==> src/rtl/h75rs_pkg.sv <==
`timescale 1ns / 1ps
// ----------------------------------------------------------------------------
// h75rs_pkg: shared types and constants for the panel remap and scan block
// Request and result payloads, queue entry format and sizing constants.
// ----------------------------------------------------------------------------
package h75rs_pkg;

    localparam int PANELS_ACROSS_DEF = 10;
    localparam int PANELS_DOWN_DEF   = 4;

    localparam int PANEL_W        = 32;
    localparam int PANEL_H        = 16;
    localparam int LINES_PER_SCAN = 4;
    localparam int OUT_CHANNELS   = 8;
    localparam int COLOR_W        = 3;
    localparam int POS_W          = 10;
    localparam int ADDR_W         = 12;
    localparam int BANK_W         = 3;
    localparam int QUEUE_DEPTH    = 2;

    localparam logic KIND_WRITE = 1'b0;
    localparam logic KIND_SHIFT = 1'b1;

    typedef enum logic {
        OP_WRITE,
        OP_SHIFT
    } op_t;

    typedef struct packed {
        logic        kind;
        logic [8:0]  pixel_x;
        logic [5:0]  pixel_y;
        logic [2:0]  color;
        logic [1:0]  scan_line;
    } req_t;

    typedef struct packed {
        logic [7:0]  red_lines;
        logic [7:0]  green_lines;
        logic [7:0]  blue_lines;
        logic        line_done;
    } rsp_t;

    typedef struct packed {
        op_t                  op;
        logic [BANK_W-1:0]    bank;
        logic [ADDR_W-1:0]    addr;
        logic [COLOR_W-1:0]   color;
        logic                 done;
    } entry_t;

    typedef struct packed {
        logic   valid;
        entry_t entry;
    } qslot_t;

endpackage

==> src/rtl/h75rs_queue.sv <==
`timescale 1ns / 1ps
// ----------------------------------------------------------------------------
// h75rs_queue: short request queue between decode and the frame store
// Register-based FIFO; full drives busy back to the requester.
// ----------------------------------------------------------------------------
module h75rs_queue (
    input  logic              clk,
    input  logic              rst_n,
    input  h75rs_pkg::qslot_t push,
    input  logic              pop,
    output h75rs_pkg::qslot_t head,
    output logic              full
);
    import h75rs_pkg::*;

    localparam int PTR_W = $clog2(QUEUE_DEPTH);
    localparam int CNT_W = $clog2(QUEUE_DEPTH + 1);

    entry_t             slots_reg [QUEUE_DEPTH];
    logic [PTR_W-1:0]   wr_ptr_reg;
    logic [PTR_W-1:0]   wr_ptr_next;
    logic [PTR_W-1:0]   rd_ptr_reg;
    logic [PTR_W-1:0]   rd_ptr_next;
    logic [CNT_W-1:0]   count_reg;
    logic [CNT_W-1:0]   count_next;
    logic               do_push;
    logic               do_pop;

    assign full       = (count_reg == CNT_W'(QUEUE_DEPTH));
    assign do_push    = push.valid && !full;
    assign do_pop     = pop && (count_reg != '0);
    assign head.valid = (count_reg != '0);
    assign head.entry = slots_reg[rd_ptr_reg];

    always_comb
    begin
        wr_ptr_next = wr_ptr_reg;
        rd_ptr_next = rd_ptr_reg;
        count_next  = count_reg;
        if (do_push)
        begin
            wr_ptr_next = (wr_ptr_reg == PTR_W'(QUEUE_DEPTH - 1)) ? '0 : wr_ptr_reg + PTR_W'(1);
        end
        if (do_pop)
        begin
            rd_ptr_next = (rd_ptr_reg == PTR_W'(QUEUE_DEPTH - 1)) ? '0 : rd_ptr_reg + PTR_W'(1);
        end
        if (do_push && !do_pop)
        begin
            count_next = count_reg + CNT_W'(1);
        end
        else if (do_pop && !do_push)
        begin
            count_next = count_reg - CNT_W'(1);
        end
    end

    always_ff @(posedge clk)
    begin
        if (do_push)
        begin
            slots_reg[wr_ptr_reg] <= push.entry;
        end
    end

    always_ff @(posedge clk or negedge rst_n)
    begin
        if (!rst_n)
        begin
            wr_ptr_reg <= '0;
            rd_ptr_reg <= '0;
            count_reg  <= '0;
        end
        else
        begin
            wr_ptr_reg <= wr_ptr_next;
            rd_ptr_reg <= rd_ptr_next;
            count_reg  <= count_next;
        end
    end

endmodule

==> config.mk <==
export PLATFORM = sky130hd
export DESIGN_NAME = h75rs_queue
export DESIGN_NICKNAME = d
export VERILOG_FILES = /design/src/rtl/h75rs_pkg.sv /design/src/rtl/h75rs_queue.sv
export SDC_FILE = /design/constraint.sdc
export NUM_CORES = 1
export LEC_CHECK = 0
export BUFFER_PORTS_ARGS = -buffer_cell sky130_fd_sc_hd__buf_2
export CAP_MARGIN = 10
export CORE_UTILIZATION = 51
export DETAILED_ROUTE_END_ITERATION = 8
export HOLD_SLACK_MARGIN = 0.05
export PLACE_DENSITY = 0.78
export RECOVER_POWER = 100
export REMOVE_ABC_BUFFERS = 1
export SLEW_MARGIN = 20
export SYNTH_ARGS = -nofsm -noshare
export SYNTH_HDL_FRONTEND = slang
export SYNTH_SLANG_ARGS = --single-unit
==> constraint.sdc <==
create_clock -name clk -period 2.2 [get_ports clk]
set_input_delay 0.33 -clock clk [delete_from_list [all_inputs] [get_ports clk]]
set_output_delay 0.33 -clock clk [all_outputs]
set_load 0.1 [all_outputs]
==> Yosys cells after proc, flatten, opt, wreduce, memory -nomap -nowiden <==
Memories as Yosys holds them, arrays and structs flattened.
Index checks and enable logic that the tools add are counted.
{ "totals": {"latchBits": 0, "n_memories": 1, "word_cells": 24, "input_bits": 24, "romBits": 0, "ff_bits": 4, "mem_bits_rw": 40} }
{ "classes": {"n_bitwise": 0, "n_div": 0, "muxes": 6, "eq_ne": 1, "multipliers": 0, "add_sub_neg": 4, "shifts": 0, "n_lt_le_gt_ge": 0, "reduce_logical": 9} }
{ "mem_list": {"columns": ["memory", "depth", "word_bits", "rd", "rd_clocked_by_memory_dff", "wr", "line", "text"], "rows": [
  ["slots_reg", 2, 20, 1, 0, 1, "h75rs_queue.sv:19", "entry_t slots_reg [QUEUE_DEPTH];"]
]} }
{ "ops": {"columns": ["cell", "n"], "rows": [
  ["logical AND 1 bit", 4],
  ["two-way mux 1 bit", 4],
  ["two-way mux 2 bit", 2],
  ["nonzero test 2 bit", 2],
  ["zero test 1 bit", 3],
  ["adder 1 bit (second input constant)", 2],
  ["adder 2 x 1 -> 2 bit (second input constant)", 1],
  ["== test 2 bit (second input constant)", 1],
  ["subtractor 2 x 1 -> 2 bit (second input constant)", 1]
]} }

==> Depth between registers and ports, before layout <==
Gate-level depths: netlist of run 1.
{ "depth": {"ltp_word": 7, "depth_mapped": 7} }

==> Worst setup path before layout of run 1 <==
Ideal clock, no wire load.
{ "synth_timing": {"path_type": "flip-flop to flip-flop", "start": "register count_reg[0]", "end": "memory slots_reg[0][0] (netlist name) (enable)", "path_stages_with_launch": 4, "arrival_time_ps": 1490, "synth_period_minus_slack_ps": 1887, "n_path_buf": 0, "slack_ps": 313, "path_cell_list": "dfrtp_1 -> nand2b_1 -> nand2_1 -> nor2_1"} }
{ "synth_between": {"elab_chain_len": 5} }
{ "synth_rtl": {"columns": ["item", "line", "text"], "rows": [
  ["from (decl)", "h75rs_queue.sv:24", "logic [CNT_W-1:0] count_reg;"],
  ["from (signal assigned)", "h75rs_queue.sv:78", "count_reg <= count_next;"],
  ["== test 2 bit", "h75rs_queue.sv:29", "assign full = (count_reg == CNT_W'(QUEUE_DEPTH));"],
  ["zero test 1 bit", "h75rs_queue.sv:30", "assign do_push = push.valid && !full;"],
  ["logical AND 1 bit", "h75rs_queue.sv:30", null],
  ["two-way mux 1 bit", "h75rs_queue.sv:60", "if (do_push)"],
  ["two-way mux 1 bit (not written as such)", "h75rs_queue.sv:62", "slots_reg[wr_ptr_reg] <= push.entry;"],
  ["to (decl)", "h75rs_queue.sv:19", null]
]} }
No other way between the ends.

==> results.md, run 1 <==
* Total GRT Usage at 15.7%
* Drt first pass iters at 4
* Post-Place Cell Area at 2340 sq um
* Cell variety after synth at 15
* Vias/cell at 4.77
* CTS tree: built
* Status: complete, no violations
* Worst path depth at 3
* CP Class: register to primary output
* Cell taking the most area after synthesis: edfxtp_1
* Clk Latency, worst-skew pair at 0.32 ns
* Max reg flops at 40
* Critical R2R Launch: count_reg[0]$_DFFE_PN0P_
* DP HPWL at 1970 um
* Multi-input gate area at 368 sq um
* Relative slew slack at 55.2%
* Final hold violation count at 0
* Starting Density at 55.2%
* GPL Wtd Cong at 0.629
* DRC Markers at 0
* Setup Buffers After CTS at 0
* Hold Path Class: input port to register
* Clock buffer depth at 2
* CTS clock-pin slew for the worst setup and hold paths at 0.11 ns
* Seq. cell area at 1300 sq um
* Post-synthesis sequential area ratio at 75.3%
* Full die area at 3620 sq um
* Share of cells above drive strength 1 at 40.4%
* Crit-path cells: buf_12, mux2_1, buf_12
* First-pass GRT wire length at 3870 um
* CP endpoint: head[13]
* Die Ht at 60.2 um
* Synthesized instance count at 81
* Drt initial violations at 9
* Final Cell Area at 2240 sq um
* Setup crit start kind: register
* Synth cell count leaders: edfxtp_1, mux2_4, dfrtp_1
* Antenna cells at 0
* Final core utilization at 71.5%
* Antenna violations before repair at 0
* Core area at 3130 sq um
* MaxCap Viol Count at 0
* Slowest cell delay on critical path at 0.60 ns
* Final setup violation count at 0
* Count leader, synth: edfxtp_1
* Worst EP required at 1.87 ns
* Sink Count at 44
* #FFs+latches synth at 44
* Vias in the first global route at 844
* CTS Buf Count at 5
* Worst hold start: push[2]
* Unrepaired setup endpoints after global routing: no
* Synth warnings at 0
* Fraction of registers with async set/reset at 9.09%
* CTS root buf: clkbuf_4
* Post-synthesis cell area at 1730 sq um
* PortBufs at 45
* Critical path origin: rd_ptr_reg$_DFFE_PN0P_
* Routed Antenna Nets at 0
* Fillers at 231
* CP max-delay cell: dfrtp_1
* Top Ports at 46
* CP top delay family: flip-flops
* Critical Path Fanout Max at 14
* RR Endpoint: slots_reg[1][4]$_DFFE_PP_
* R2r setup slk at 0.23 ns
* Setup tns final at 0 ns
* Minimum clock period at 2.06 ns
* Routed length per placed instance at 14.4 um
* H-tree levels at 2
* Predominant post-synthesis flop cell: edfxtp_1
* Via count at 858
* Layout Nets at 160
* CP most frequent cell: buf_12
* Die Wd at 60.2 um
* Avg Inst Size Synth at 21.3 sq um
* Data arrival, critical path at 1.73 ns
* Worst Setup End Kind: primary output
* Largest net degree at the start of global routing at 18
* Fmax at 0.487 GHz
* Overflow after GRT at 0
* Clock Skew at 0.00515 ns
* Area contributors post-synth: edfxtp_1, mux2_4, dfrtp_1, xnor2_1, buf_6
* Area grow syn2layout at 29.4%
* Post-synth EDFFs at 40
* WP buf/inv at 2
* Top cell type's share of synthesized area at 69.5%
* Slew @ Worst Pin at 0.671 ns
* Reg2Reg Depth at 3
* Fin crit share at 93.4%
* Row count at 20
* Final WL at 2590 um
* Fin. max-slew vios at 0
==> metal layers <==
| layer | wire [um] | vias up | track usage, % |
|---|---|---|---|
| met5 | 0 | - | 0 |
| met4 | 24 | 0 | 6.64 |
| met3 | 110 | 2 | 4.11 |
| met2 | 1320 | 28 | 25.3 |
| met1 | 1140 | 416 | 20.0 |
| li1 | - | 412 | - |
==> worst register-to-register path, cell delays in order (launching register included) <==
cell	delay [ns]
dfrtp_1	0.44
nand2b_1	0.18
and3_1	0.42
clkbuf_1	0.57
==> layout by cell type (no fill, tap or decap) <==
master,synthesis,layout
and3_1,1,1
or2_0,0,1
clkbuf_2,0,3
xnor2_1,3,3
nor2_1,2,2
clkbuf_1,0,13
dlygate4sd3_1,0,1
clkinv_1,0,1
xor2_1,2,2
nand2b_1,1,1
nand2_1,1,1
buf_2,0,11
clkinv_2,0,2
buf_12,0,10
nand2_4,1,1
mux2_1,0,8
inv_1,2,2
mux2_4,19,12
dfrtp_1,4,4
edfxtp_1,40,40
buf_6,2,11
ha_1,1,1
clkbuf_4,0,5
==> per-stage QoR <==
step	instances	setup slack (ns)	hold slack [ns]
after global routing	180	0.0536	0.159
after detailed placement	171	0.503	0.144
after floorplan	79	0.267	0.0344
after global placement	171	0.556	0.139
final	180	0.145	0.185
after CTS	180	0.125	0.174
==> logic make-up (layout without fill, tap and decap cells) <==
group | count (synthesis) | in the layout | share of synthesized area (%)
DFF | 44 | 44 | 75.3
and+or+nand+nor | 7 | 7 | 2.53
adders and majority gates | 1 | 1 | 0.724
xor gates and xnor gates | 5 | 5 | 2.53
muxes | 20 | 20 | 17.2
buffers and inverters | 4 | 59 | 1.74
==> worst min-delay path by stage <==
stage / to / slack (ns) / depth (start not counted)
3_5_place_dp: count_reg[1]$_DFFE_PN0P_ / 0.14 / 1
6_report: slots_reg[0][2]$_DFFE_PP_ / 0.19 / 1
4_1_cts: slots_reg[0][2]$_DFFE_PP_ / 0.17 / 1
2_1_floorplan: count_reg[0]$_DFFE_PN0P_ / 0.03 / 0
3_3_place_gp: count_reg[1]$_DFFE_PN0P_ / 0.14 / 1
5_1_grt: slots_reg[0][11]$_DFFE_PP_ / 0.16 / 1
==> layout make-up <==
| type | count | share of cell area (%) |
|---|---|---|
| flip-flops and latches | 44 | 58.2 |
| repair buffers | 49 | 20.3 |
| multi-input cells | 33 | 16.5 |
| well taps | 44 | 2.46 |
| clock buffers | 5 | 1.68 |
| clock inverters | 3 | 0.616 |
| inverters | 2 | 0.336 |
==> timing repair <==
item                                   4_1_cts  5_1_grt
hold buffers                                 1        0
endpoints found under the hold margin        4        0
resized for setup                            0        0
Power of run 1 is not shown: default switching activity piles up to over one toggle a cycle in this logic, so the estimate is an artifact.
==> inputs of run 2 (changes only) <==
Settings changed: PLACE_DENSITY 0.78 to default, PLACE_DENSITY_LB_ADDON from default to 0.15.
==> run 2 against run 1 <==
- core utilization is 2.3 points higher
- global-route usage rose by 1.1 points
- worst setup slack improved by 0.17 ns
- clock-buffer cell count is 3 higher
- final cell count grew 1.7%
- hold slack got worse by 0.019 ns
==> results.md, run 2 (synthesis results as in run 1) <==
* CP Class: register to primary output
* Fin. max-slew vios at 0
* CP top delay family: buffers and inverters
* Drt initial violations at 13
* First-pass GRT wire length at 4080 um
* Routed Antenna Nets at 0
* Fin crit share at 85.7%
* Area grow syn2layout at 33.6%
* Antenna cells at 0
* Setup crit start kind: register
* Final setup violation count at 0
* CP max-delay cell: mux2_1
* Status: complete, no violations
* WP buf/inv at 2
* Relative slew slack at 58.0%
* Final hold violation count at 0
* Die Ht at 60.2 um
* Vias in the first global route at 902
* Routed length per placed instance at 14.5 um
* Overflow after GRT at 0
* Worst EP required at 1.87 ns
* Crit-path cells: clkbuf_2, mux2_1, buf_12
* Sink Count at 44
* GPL Wtd Cong at 0.665
* Slew @ Worst Pin at 0.630 ns
* Antenna violations before repair at 0
* Unrepaired setup endpoints after global routing: no
* Layout Nets at 163
* DRC Markers at 0
* CTS clock-pin slew for the worst setup and hold paths at 0.12 ns
* Slowest cell delay on critical path at 0.41 ns
* Data arrival, critical path at 1.55 ns
* Clk Latency, worst-skew pair at 0.34 ns
* Critical Path Fanout Max at 9
* Largest net degree at the start of global routing at 13
* Setup tns final at 0 ns
* CTS tree: built
* Max reg flops at 40
* Starting Density at 55.2%
* Commonest non-fill, non-tap cell in the layout: edfxtp_1
* Share of cells above drive strength 1 at 34.5%
* Setup Buffers After CTS at 0
* CTS Buf Count at 5
* Vias/cell at 4.74
* Core area at 3130 sq um
* Commonest non-fill, non-tap cells in the layout: edfxtp_1, buf_12, mux2_1
* Cts repair resizes at 0
* Fmax at 0.531 GHz
* Die Wd at 60.2 um
* Drt first pass iters at 4
* CTS root buf: clkbuf_4
* PortBufs at 45
* Minimum clock period at 1.88 ns
* Worst Setup End Kind: primary output
* Top Ports at 46
* H-tree levels at 2
* DP HPWL at 2000 um
* MaxCap Viol Count at 0
* Clock Skew at 0.00940 ns
* Total GRT Usage at 16.8%
* Via count at 868
* Clock buffer depth at 2
* Row count at 20
* Hold Path Class: input port to register
* Final WL at 2660 um
* Full die area at 3620 sq um
[run 2: cell types whose count changed in the layout (fill, tap and decap cells not counted)]
cell / delta
buf_2: +3
mux2_4: -9
mux2_1: +9
clkbuf_1: +2
buf_4: +1
buf_6: -11
clkinv_1: -1
clkinv_2: -2
buf_12: +10
clkbuf_8: +1
[run 2: layout make-up]
cell class                      count  area [sq um]
Clock buffer                        8          58.8
Inverter                            2          7.51
Multi-Input combinational cell     33           334
Sequential cell                    44          1300
Timing Repair Buffer               52           552
Fill cell                         229           820
Tap cell                           44          55.1
[run 2: what timing repair did]
action,CTS,global route
hold buffers,1,0
hold endpoints to repair,4,0
setup endpoints to repair,0,0
[run 2: stage by stage]
step	std cells	instance area [sq um]	utilization, %	setup WS, ns	hold slack, ns
detailed placement	174	2330	74.6	0.692	0.141
floorplan	79	1710	-	0.267	0.0344
global placement	174	2330	74.6	0.770	0.137
CTS	183	2400	76.8	0.377	0.152
finish	183	2310	73.8	0.316	0.167
global route	183	2310	73.8	0.248	0.143
[run 2: layer usage]
| metal | vias to the layer above | share of wire (%) | global-route usage, % |
|---|---|---|---|
| li1 | 417 | - | - |
| met1 | 413 | 41 | 18.2 |
| met2 | 33 | 52 | 28.3 |
| met3 | 5 | 5.7 | 7.58 |
| met4 | 0 | 1.5 | 6.98 |
| met5 | - | 0 | 0 |
[run 2: worst paths after layout]
check                                         startpoint                    endpoint  slack, ns  depth (start not counted)
worst max-delay path              rd_ptr_reg$_DFFE_PN0P_                     head[5]       0.32                          3
worst min-delay path                            push[15]  slots_reg[1][15]$_DFFE_PP_       0.17                          1
worst max register to register  count_reg[0]$_DFFE_PN0P_   slots_reg[0][9]$_DFFE_PP_       0.51                          4
worst min register to register  count_reg[1]$_DFFE_PN0P_    count_reg[1]$_DFFE_PN0P_       0.51                          1
max in group asynchronous                          rst_n      wr_ptr_reg$_DFFE_PN0N_       1.68                          2
min in group asynchronous                          rst_n    count_reg[0]$_DFFE_PN0P_       0.33                          2
Power of run 2 is left out for the same reason.
