### src/rtl/h75rs_pkg.sv
`timescale 1ns / 1ps
// ----------------------------------------------------------------------------
// h75rs_pkg: shared types and constants for the panel remap and scan block
// Request and result payloads, queue entry format and sizing constants.
// ----------------------------------------------------------------------------
package h75rs_pkg;

    localparam int PANELS_ACROSS_DEF = 10;
    localparam int PANELS_DOWN_DEF   = 4;

    localparam int PANEL_W        = 32;
    localparam int PANEL_H        = 16;
    localparam int LINES_PER_SCAN = 4;
    localparam int OUT_CHANNELS   = 8;
    localparam int COLOR_W        = 3;
    localparam int POS_W          = 10;
    localparam int ADDR_W         = 12;
    localparam int BANK_W         = 3;
    localparam int QUEUE_DEPTH    = 2;

    localparam logic KIND_WRITE = 1'b0;
    localparam logic KIND_SHIFT = 1'b1;

    typedef enum logic {
        OP_WRITE,
        OP_SHIFT
    } op_t;

    typedef struct packed {
        logic        kind;
        logic [8:0]  pixel_x;
        logic [5:0]  pixel_y;
        logic [2:0]  color;
        logic [1:0]  scan_line;
    } req_t;

    typedef struct packed {
        logic [7:0]  red_lines;
        logic [7:0]  green_lines;
        logic [7:0]  blue_lines;
        logic        line_done;
    } rsp_t;

    typedef struct packed {
        op_t                  op;
        logic [BANK_W-1:0]    bank;
        logic [ADDR_W-1:0]    addr;
        logic [COLOR_W-1:0]   color;
        logic                 done;
    } entry_t;

    typedef struct packed {
        logic   valid;
        entry_t entry;
    } qslot_t;

endpackage

### src/rtl/h75rs_front.sv
`timescale 1ns / 1ps
// ----------------------------------------------------------------------------
// h75rs_front: request decode and address remap
// Turns pixel writes into bank/address form, drops off-screen writes, and
// tracks the shared shift position for shift requests.
// ----------------------------------------------------------------------------
module h75rs_front #(
    parameter int PANELS_ACROSS = h75rs_pkg::PANELS_ACROSS_DEF,
    parameter int PANELS_DOWN   = h75rs_pkg::PANELS_DOWN_DEF
) (
    input  logic              clk,
    input  logic              rst_n,
    input  logic              accept,
    input  h75rs_pkg::req_t   request,
    output h75rs_pkg::qslot_t push
);
    import h75rs_pkg::*;

    localparam int SCREEN_W    = PANELS_ACROSS * PANEL_W;
    localparam int SCREEN_H    = PANELS_DOWN * PANEL_H;
    localparam int LINE_PIXELS = PANELS_ACROSS * 64;

    localparam logic [ADDR_W-1:0] LINE_PIX_A = ADDR_W'(LINE_PIXELS);
    localparam logic [POS_W-1:0]  LAST_POS   = POS_W'(LINE_PIXELS - 1);

    logic [POS_W-1:0]  shift_pos_reg;
    logic [POS_W-1:0]  shift_pos_next;
    logic              is_shift;
    logic              on_screen;
    logic              at_end;
    logic [1:0]        line;
    logic [POS_W-1:0]  pos;

    assign is_shift  = (request.kind == KIND_SHIFT);
    assign on_screen = ({1'b0, request.pixel_x} < 10'(SCREEN_W)) &&
                       ({2'b00, request.pixel_y} < 8'(SCREEN_H));
    assign at_end    = (shift_pos_reg == LAST_POS);

    always_comb
    begin
        if (is_shift)
        begin
            line = request.scan_line;
            pos  = shift_pos_reg;
        end
        else
        begin
            line = request.pixel_y[1:0];
            pos  = {request.pixel_x[8:3], request.pixel_y[2], request.pixel_x[2:0]};
        end
    end

    always_comb
    begin
        push.valid       = accept && (is_shift || on_screen);
        push.entry.op    = is_shift ? OP_SHIFT : OP_WRITE;
        push.entry.bank  = request.pixel_y[5:3];
        push.entry.addr  = ADDR_W'(ADDR_W'(line) * LINE_PIX_A) + ADDR_W'(pos);
        push.entry.color = request.color;
        push.entry.done  = at_end;
    end

    always_comb
    begin
        shift_pos_next = shift_pos_reg;
        if (accept && is_shift)
        begin
            shift_pos_next = at_end ? '0 : shift_pos_reg + POS_W'(1);
        end
    end

    always_ff @(posedge clk or negedge rst_n)
    begin
        if (!rst_n)
        begin
            shift_pos_reg <= '0;
        end
        else
        begin
            shift_pos_reg <= shift_pos_next;
        end
    end

endmodule

### config.mk
export PLATFORM = sky130hd
export DESIGN_NAME = h75rs_front
export DESIGN_NICKNAME = d
export VERILOG_FILES = /design/src/rtl/h75rs_pkg.sv /design/src/rtl/h75rs_front.sv
export SDC_FILE = /design/constraint.sdc
export NUM_CORES = 1
export LEC_CHECK = 0
export BUFFER_PORTS_ARGS = -buffer_cell sky130_fd_sc_hd__buf_2
export CAP_MARGIN = 20
export CORE_MARGIN = 5
export CORE_UTILIZATION = 48
export CTS_CLUSTER_DIAMETER = 150
export CTS_CLUSTER_SIZE = 25
export DETAILED_ROUTE_END_ITERATION = 6
export PLACE_DENSITY = 0.84
export RECOVER_POWER = 50
export SLEW_MARGIN = 20
export SYNTH_ARGS = -nofsm -noshare
export SYNTH_HDL_FRONTEND = slang
export SYNTH_SLANG_ARGS = --single-unit
### constraint.sdc
create_clock -name clk -period 4.4 [get_ports clk]
set_input_delay 0.44 -clock clk [delete_from_list [all_inputs] [get_ports clk]]
set_output_delay 0.44 -clock clk [all_outputs]
set_load 0.05 [all_outputs]
Yosys cells after proc, flatten, opt, wreduce, memory -nomap -nowiden
Index checks and enable logic that the tools add are counted.

word-level totals
  flip-flop bits (word level) = 10
  input port bits = 24
  word-level logic and storage cells = 13

cells by class
  $add $sub $neg = 2
  multiply operators = 1
  magnitude comparators = 1
  equal/unequal tests = 1
  mux-type cells = 4
  reductions and logical operators = 3

operators with widths
  operator               number
  $mux 10                2
  $add 12x10->12         1
  $add 10x1->10 const B  1
  $eq 10x10->1 const B   1
  $lt 9x9->1 const B     1
  $mul 2x3->5 const B    1
  $logic_and 1x1->1      2
  $mux 2                 1
  $logic_or 1x1->1       1
  $mux 1                 1

Depth between registers and ports, before layout
Gate-level depths: netlist of the first run.

  depth after elaboration = 3
  gate-level depth with buffers = 9
  depth with buffers taken out = 7

Worst setup path after synthesis of the first run
No wires, ideal clock.

  path kind = input to output
  start point = input port request[20] (netlist name)
  end point = output port push[13] (netlist name)
  data arrival time = 2.465 ns
  data required time = 3.960 ns
  slack = 1.495 ns
  stages on the path = 7
  buffers on the path = 2
  cell sequence = buf_2 > buf_2 > mux2_2 > ha_1 > inv_1 > fa_1 > xnor2_1

RTL lines
  element          line               text
  start, declared  h75rs_front.sv:14  input h75rs_pkg::req_t request,
  end, declared    h75rs_front.sv:15  output h75rs_pkg::qslot_t push

==> impl_metrics.tcl, run 1 <==
set metrics [dict create \
    synth_seq_cells 10 \
    synth_top_area_share 0.289 \
    cts_tree "yes" \
    netlist_instances 97 \
    postCtsHoldBufs 0 \
    critPathSlowestCell "mux2i_1" \
    yosys_warnings 0 \
    grt.total_usage 0.173 \
    worstSkewPairLatency_ns 0.27 \
    startpoint "request[20]" \
    cp-start-kind "input port" \
    yosysSeqAreaShare 0.289 \
    antenna_found_initial 0 \
    cellLeakagePower_nw 0.505 \
    placed_cells 144 \
    path_max_fanout 20 \
    path_clk_slew_ns 0.07 \
    cts_resized 0 \
    vias 816 \
    finalCoreUtilization 0.593 \
    path_cells "buf_2, mux2i_1, inv_1, ha_1, a21o_1, a21oi_1, xnor2_1, buf_2" \
    fp.dieW_um 52.5 \
    cp_data_arrival_time_ns 2.39 \
    synth_top_cell_by_area "dfrtp_1" \
    gp_congestion 0.744 \
    cts_max_path_buffers 2 \
    maxCapViolCount 0 \
    syn_nets 126 \
    cts.sinks 10 \
    grt_max_degree 21 \
    fin_nets 153 \
    critPathMostFrequentCell "buf_2" \
    max_freq_mhz 354 \
    hold_viol_final 0 \
    fin_hold_ws_ns 0.124 \
    cellPowerDensity_mw_per_mm2 410 \
    internal-power_mw 0.220 \
    switching_share 0.476 \
    postRouteAntennaNets 0 \
    numPortBuffers 32 \
    rr_worst_depth 4 \
    ys_types 31 \
    die-area_mm2 0.00276 \
    post-route-min-period_ns 2.83 \
    crit_buf_inv 3 \
    grt_pass1_wl_mm 3.62 \
    drt_iter0_drc 21 \
    drt-total-wl_mm 2.13 \
    synth_edf_count 0 \
    grt-ovfl-total 0 \
    r2r_slack_ns 2.81 \
    peakVddDrop_uv 300 \
    syn_avg_cell_area_um2 8.94 \
    max_stage_delay_ns 0.39 \
    antennaDiodeCount 0 \
    drv_slew 0 \
    finalNonFillerCells 148 \
    wl_met3_um 131 \
    drive_above_1_share 0.398 \
    clock_power_share 0.203 \
    dpl.hpwl_mm 1.65 \
    synth_area_um2 867 \
    die_h_um 52.5 \
    rows 15 \
    syn2layout_area_growth_pct 18.0 \
    cp_top_family "buffers and inverters" \
    met1_length_um 891 \
    worst_slew_pin_slew_ns 0.555 \
    relSlewSlack 0.630 \
    route.met2.wl_mm 1.08 \
    skew_ns 0.00179 \
    criticalPathCategory "in -> out" \
    async_flop_share 1.00 \
    pwr-share-seq 0.358 \
    fin_crit_sh 0.643 \
    hp-class "in -> async" \
    yosys-top-cells-area "dfrtp_1 (29%), mux2_2 (12%), buf_4 (6.9%)" \
    first_pass_iters 4 \
    setup_tns_ns 0 \
    routed.top_layer "met4" \
    start_util 0.502 \
    drc 0 \
    timing.rr.end "shift_pos_reg[3]" \
    power_mw 0.420 \
    status "finished, final reports clean" \
    core_mm2 0.00173 \
    required_ns 3.96 \
    setup_viol 0 \
    crit_path_end "push[14]" \
    wire_per_inst_um 14.4 \
    cp-end-kind "output port" \
    synth_ff_type "dfrtp_1" \
    h-tree-depth 1 \
    cts_buffers 3 \
    p_comb_frac 0.438 \
    largest_reg_flops 10 \
    r2r-start "shift_pos_reg[0]" \
    via_per_inst 5.51 \
    first_global_vias 837 \
    crit_cells 8 \
    clockRootBuffer "clkbuf_4" \
    switching_power_mw 0.200 \
    io_pins 45 \
    rsz0062_at_grt "no" \
    post_cts_buffers 0 \
]
## kinds of logic after synthesis
logic type | count (synthesis) | share of synthesized area
mux | 11 | 0.140
flops | 10 | 0.289
fa+ha+maj | 5 | 0.0808
simple gates | 35 | 0.231
buf+inv | 16 | 0.107
compound gates | 14 | 0.0924
xor+xnor | 6 | 0.0606
## stage by stage
step	worst slack, ns	cell area, um^2
finish	1.57	1020
floorplan	1.49	867
global route	1.38	1020
CTS	1.55	1020
detailed placement	1.59	988
global placement	1.68	988
## power by group through the flow
stage | clock, mW | combinational (mW) | sequential (mW)
floorplan | 0 | 0.160 | 0.141
global placement | 0 | 0.178 | 0.150
detailed placement | 0 | 0.185 | 0.152
finish | 0.0854 | 0.184 | 0.150
CTS | 0.0874 | 0.186 | 0.150
global route | 0.0914 | 0.199 | 0.155
## Yosys cell counts, types with 3 or more instances
master	instances
nor2_1	3
mux2_2	9
a21oi_1	5
xnor2_1	3
dfrtp_1	10
ha_1	4
xor2_1	3
nor3_1	3
nor4_1	4
nand2_1	8
inv_1	6
o21ai_0	4
nand3_1	4
buf_4	8
## metal layers
layer	global-route usage	up-vias
met4	0.0638	0
met1	0.213	384
li1	-	395
met2	0.298	33
met3	0.0313	4
met5	0	-
## placed cells by master (no fill, tap or decap), drive strengths merged
master	n
buf	31
dfrtp	10
mux2	9
nand2	8
inv	6
a21oi	5
nand3	5
clkbuf	5
o21ai	4
nor4	4
ha	4
nor2	3
xnor2	3
nor3	3
xor2	3
nand4	3
mux2i	2
or3	2
or2	2
a31oi	2
a21o	1
or3b	1
nand2b	1
o21a	1
o31ai	1
or4	1
and4	1
and3	1
fa	1
## how the worst min path moves through the flow
stage	startpoint	end	slack, ns	cells after the start
2_1_floorplan	rst_n	shift_pos_reg[0]	0.14	0
3_3_place_gp	rst_n	shift_pos_reg[4]	0.31	1
3_5_place_dp	rst_n	shift_pos_reg[6]	0.31	1
4_1_cts	rst_n	shift_pos_reg[6]	0.02	1
5_1_grt	rst_n	shift_pos_reg[5]	0.17	1
6_report	rst_n	shift_pos_reg[0]	0.12	1
## layout make-up
cell class	count	area [um^2]
Clock buffer	4	36.3
Tap cell	25	31.3
Inverter	6	22.5
Timing Repair Buffer	32	159
Sequential cell	10	250
Fill cell	156	703
Multi-Input combinational cell	71	524
(Power assumes the default switching activity.)
==> run 2: changes to the inputs <==
--- a/config.mk
+++ b/config.mk
@@ -8,11 +8,11 @@
 export BUFFER_PORTS_ARGS = -buffer_cell sky130_fd_sc_hd__buf_2
 export CAP_MARGIN = 20
 export CORE_MARGIN = 5
-export CORE_UTILIZATION = 48
+export CORE_UTILIZATION = 40
 export CTS_CLUSTER_DIAMETER = 150
 export CTS_CLUSTER_SIZE = 25
 export DETAILED_ROUTE_END_ITERATION = 6
-export PLACE_DENSITY = 0.84
+export PLACE_DENSITY = 0.75
 export RECOVER_POWER = 50
 export SLEW_MARGIN = 20
 export SYNTH_ARGS = -nofsm -noshare
==> constraint.sdc (replaced) <==
create_clock -name clk -period 2.39 [get_ports clk]
set_input_delay 0.239 -clock clk [delete_from_list [all_inputs] [get_ports clk]]
set_output_delay 0.239 -clock clk [all_outputs]
set_load 0.05 [all_outputs]
==> impl_metrics.tcl, run 2 (same netlist as run 1, synthesis figures left out) <==
set metrics [dict create \
    cts.sinks 10 \
    first_global_vias 824 \
    criticalPathCategory "reg -> out" \
    cellLeakagePower_nw 0.524 \
    rows 16 \
    post_cts_buffers 0 \
    fin_crit_sh 0.940 \
    post-route-min-period_ns 2.25 \
    dpl.hpwl_mm 1.62 \
    met1_usage 0.185 \
    layout_common_cells "buf_2 (28), mux2_2 (9), dfrtp_1 (9)" \
    cellPowerDensity_mw_per_mm2 731 \
    gp_congestion 0.844 \
    cp-end-kind "output port" \
    numPortBuffers 32 \
    worstSkewPairLatency_ns 0.28 \
    h-tree-depth 1 \
    mostFrequentLayoutCell "buf_2" \
    largest_reg_flops 10 \
    hold_viol_final 0 \
    die-area_mm2 0.00320 \
    top_usage_layer "met2" \
    max_stage_delay_ns 0.44 \
    die_h_um 56.6 \
    clockRootBuffer "clkbuf_4" \
    clock_power_share 0.201 \
    p_comb_frac 0.445 \
    drc 0 \
    cp-start-kind "flip-flop" \
    fp.dieW_um 56.6 \
    postRouteAntennaNets 0 \
    required_ns 2.15 \
    antennaDiodeCount 0 \
    multiInputGateArea_um2 549 \
    drt_iter0_drc 14 \
    grt_use_met2 0.223 \
    drive_above_1_share 0.437 \
    relSlewSlack 0.607 \
    peakVddDrop_uv 431 \
    use_met3 0.0550 \
    skew_ns 0.00282 \
    max_freq_mhz 445 \
    internal-power_mw 0.415 \
    grt-ovfl-total 0 \
    antenna_found_initial 0 \
    fin_nets 156 \
    critPathMostFrequentCell "inv_1" \
    grt.total_usage 0.145 \
    critPathSlowestCell "dfrtp_1" \
    switching_power_mw 0.372 \
    syn2layout_area_growth_pct 24.2 \
    rsz0062_at_grt "no" \
    pwr-share-seq 0.354 \
    cts_tree "yes" \
    cp_top_family "adder cells" \
    cts_buffers 3 \
    drt-total-wl_mm 2.10 \
    via_per_inst 5.26 \
    wire_per_inst_um 13.7 \
    setup_tns_ns 0 \
    grt_pass1_wl_mm 3.74 \
    cts_max_path_buffers 2 \
    switching_share 0.472 \
    first_pass_iters 4 \
    n_fill_cell 196 \
    setup_viol 0 \
    hp-class "in -> reg" \
    io_pins 45 \
    grt_max_degree 17 \
    vias 805 \
    path_clk_slew_ns 0.07 \
    path_max_fanout 7 \
    path_cells "mux2_2, ha_1, inv_1, fa_1, inv_1, a21oi_1, nor2_2, buf_2" \
    start_util 0.429 \
    ff_latch_area_um2 251 \
    status "finished, final reports clean" \
    maxCapViolCount 0 \
    worst_slew_pin_slew_ns 0.593 \
    core_mm2 0.00202 \
    cp_data_arrival_time_ns 2.01 \
    drv_slew 0 \
    crit_buf_inv 3 \
    power_mw 0.787 \
]
[run 2: changes by cell type in the layout (fill, tap and decap cells not counted), moves of 2 or more]
cell	change
buf_2	-3
buf_4	+3
clkbuf_1	+2
xnor2_1	-2
xnor2_2	+2
[run 2: final timing paths]
check	end	slack, ns	depth (start not counted)	startpoint
worst max-delay path	push[15]	0.14	8	shift_pos_reg[7]
worst min-delay path	shift_pos_reg[2]	0.31	3	accept
worst max register to register	shift_pos_reg[7]	0.79	4	shift_pos_reg[1]
worst min register to register	shift_pos_reg[8]	0.53	1	shift_pos_reg[8]
max in group asynchronous	shift_pos_reg[8]	1.54	2	rst_n
min in group asynchronous	shift_pos_reg[3]	0.45	2	rst_n
[run 2: worst reg2reg max path: stages (launching register included)]
cell	delay, ns
dfrtp_1	0.47
ha_1	0.22
nand3_1	0.19
nor4_1	0.49
a21oi_1	0.09
[run 2: power by group through the flow]
| stage | sequential [mW] | combinational [mW] | clock (mW) |
|---|---|---|---|
| after floorplan | 0.260 | 0.303 | 0 |
| after global placement | 0.278 | 0.339 | 0 |
| after detailed placement | 0.279 | 0.347 | 0 |
| after CTS | 0.276 | 0.353 | 0.165 |
| after global routing | 0.291 | 0.380 | 0.176 |
| final | 0.279 | 0.350 | 0.158 |
[run 2: what timing repair did]
item                                    CTS  global route
hold buffers                              1             0
pin swaps                                 0             0
endpoints found under the setup margin    1             1
resized for setup                         1             3
endpoints found under the hold margin    10             0
[run 2: metrics by stage]
step                worst slack [ns]  instances  utilization  instance area [um^2]  hold WS, ns
floorplan                      0.166         97            -                   885      -0.0566
global placement               0.340        148        0.506                  1020        0.111
detailed placement             0.243        148        0.506                  1020        0.115
CTS                          0.00680        153        0.530                  1070        0.305
global route                 0.00535        153        0.533                  1080        0.325
finish                         0.144        153        0.533                  1080        0.308
[run 2: cell type report]
class                           count  area share
Inverter                            6      0.0209
Clock buffer                        4      0.0337
Multi-Input combinational cell     71       0.510
Sequential cell                    10       0.233
Timing Repair Buffer               35       0.171
Tap cell                           27      0.0314
[run 2: routing by layer]
layer	wire length (um)	part of all wire
met3	176	0.084
met1	905	0.43
met5	0	0
met4	34	0.016
met2	980	0.47
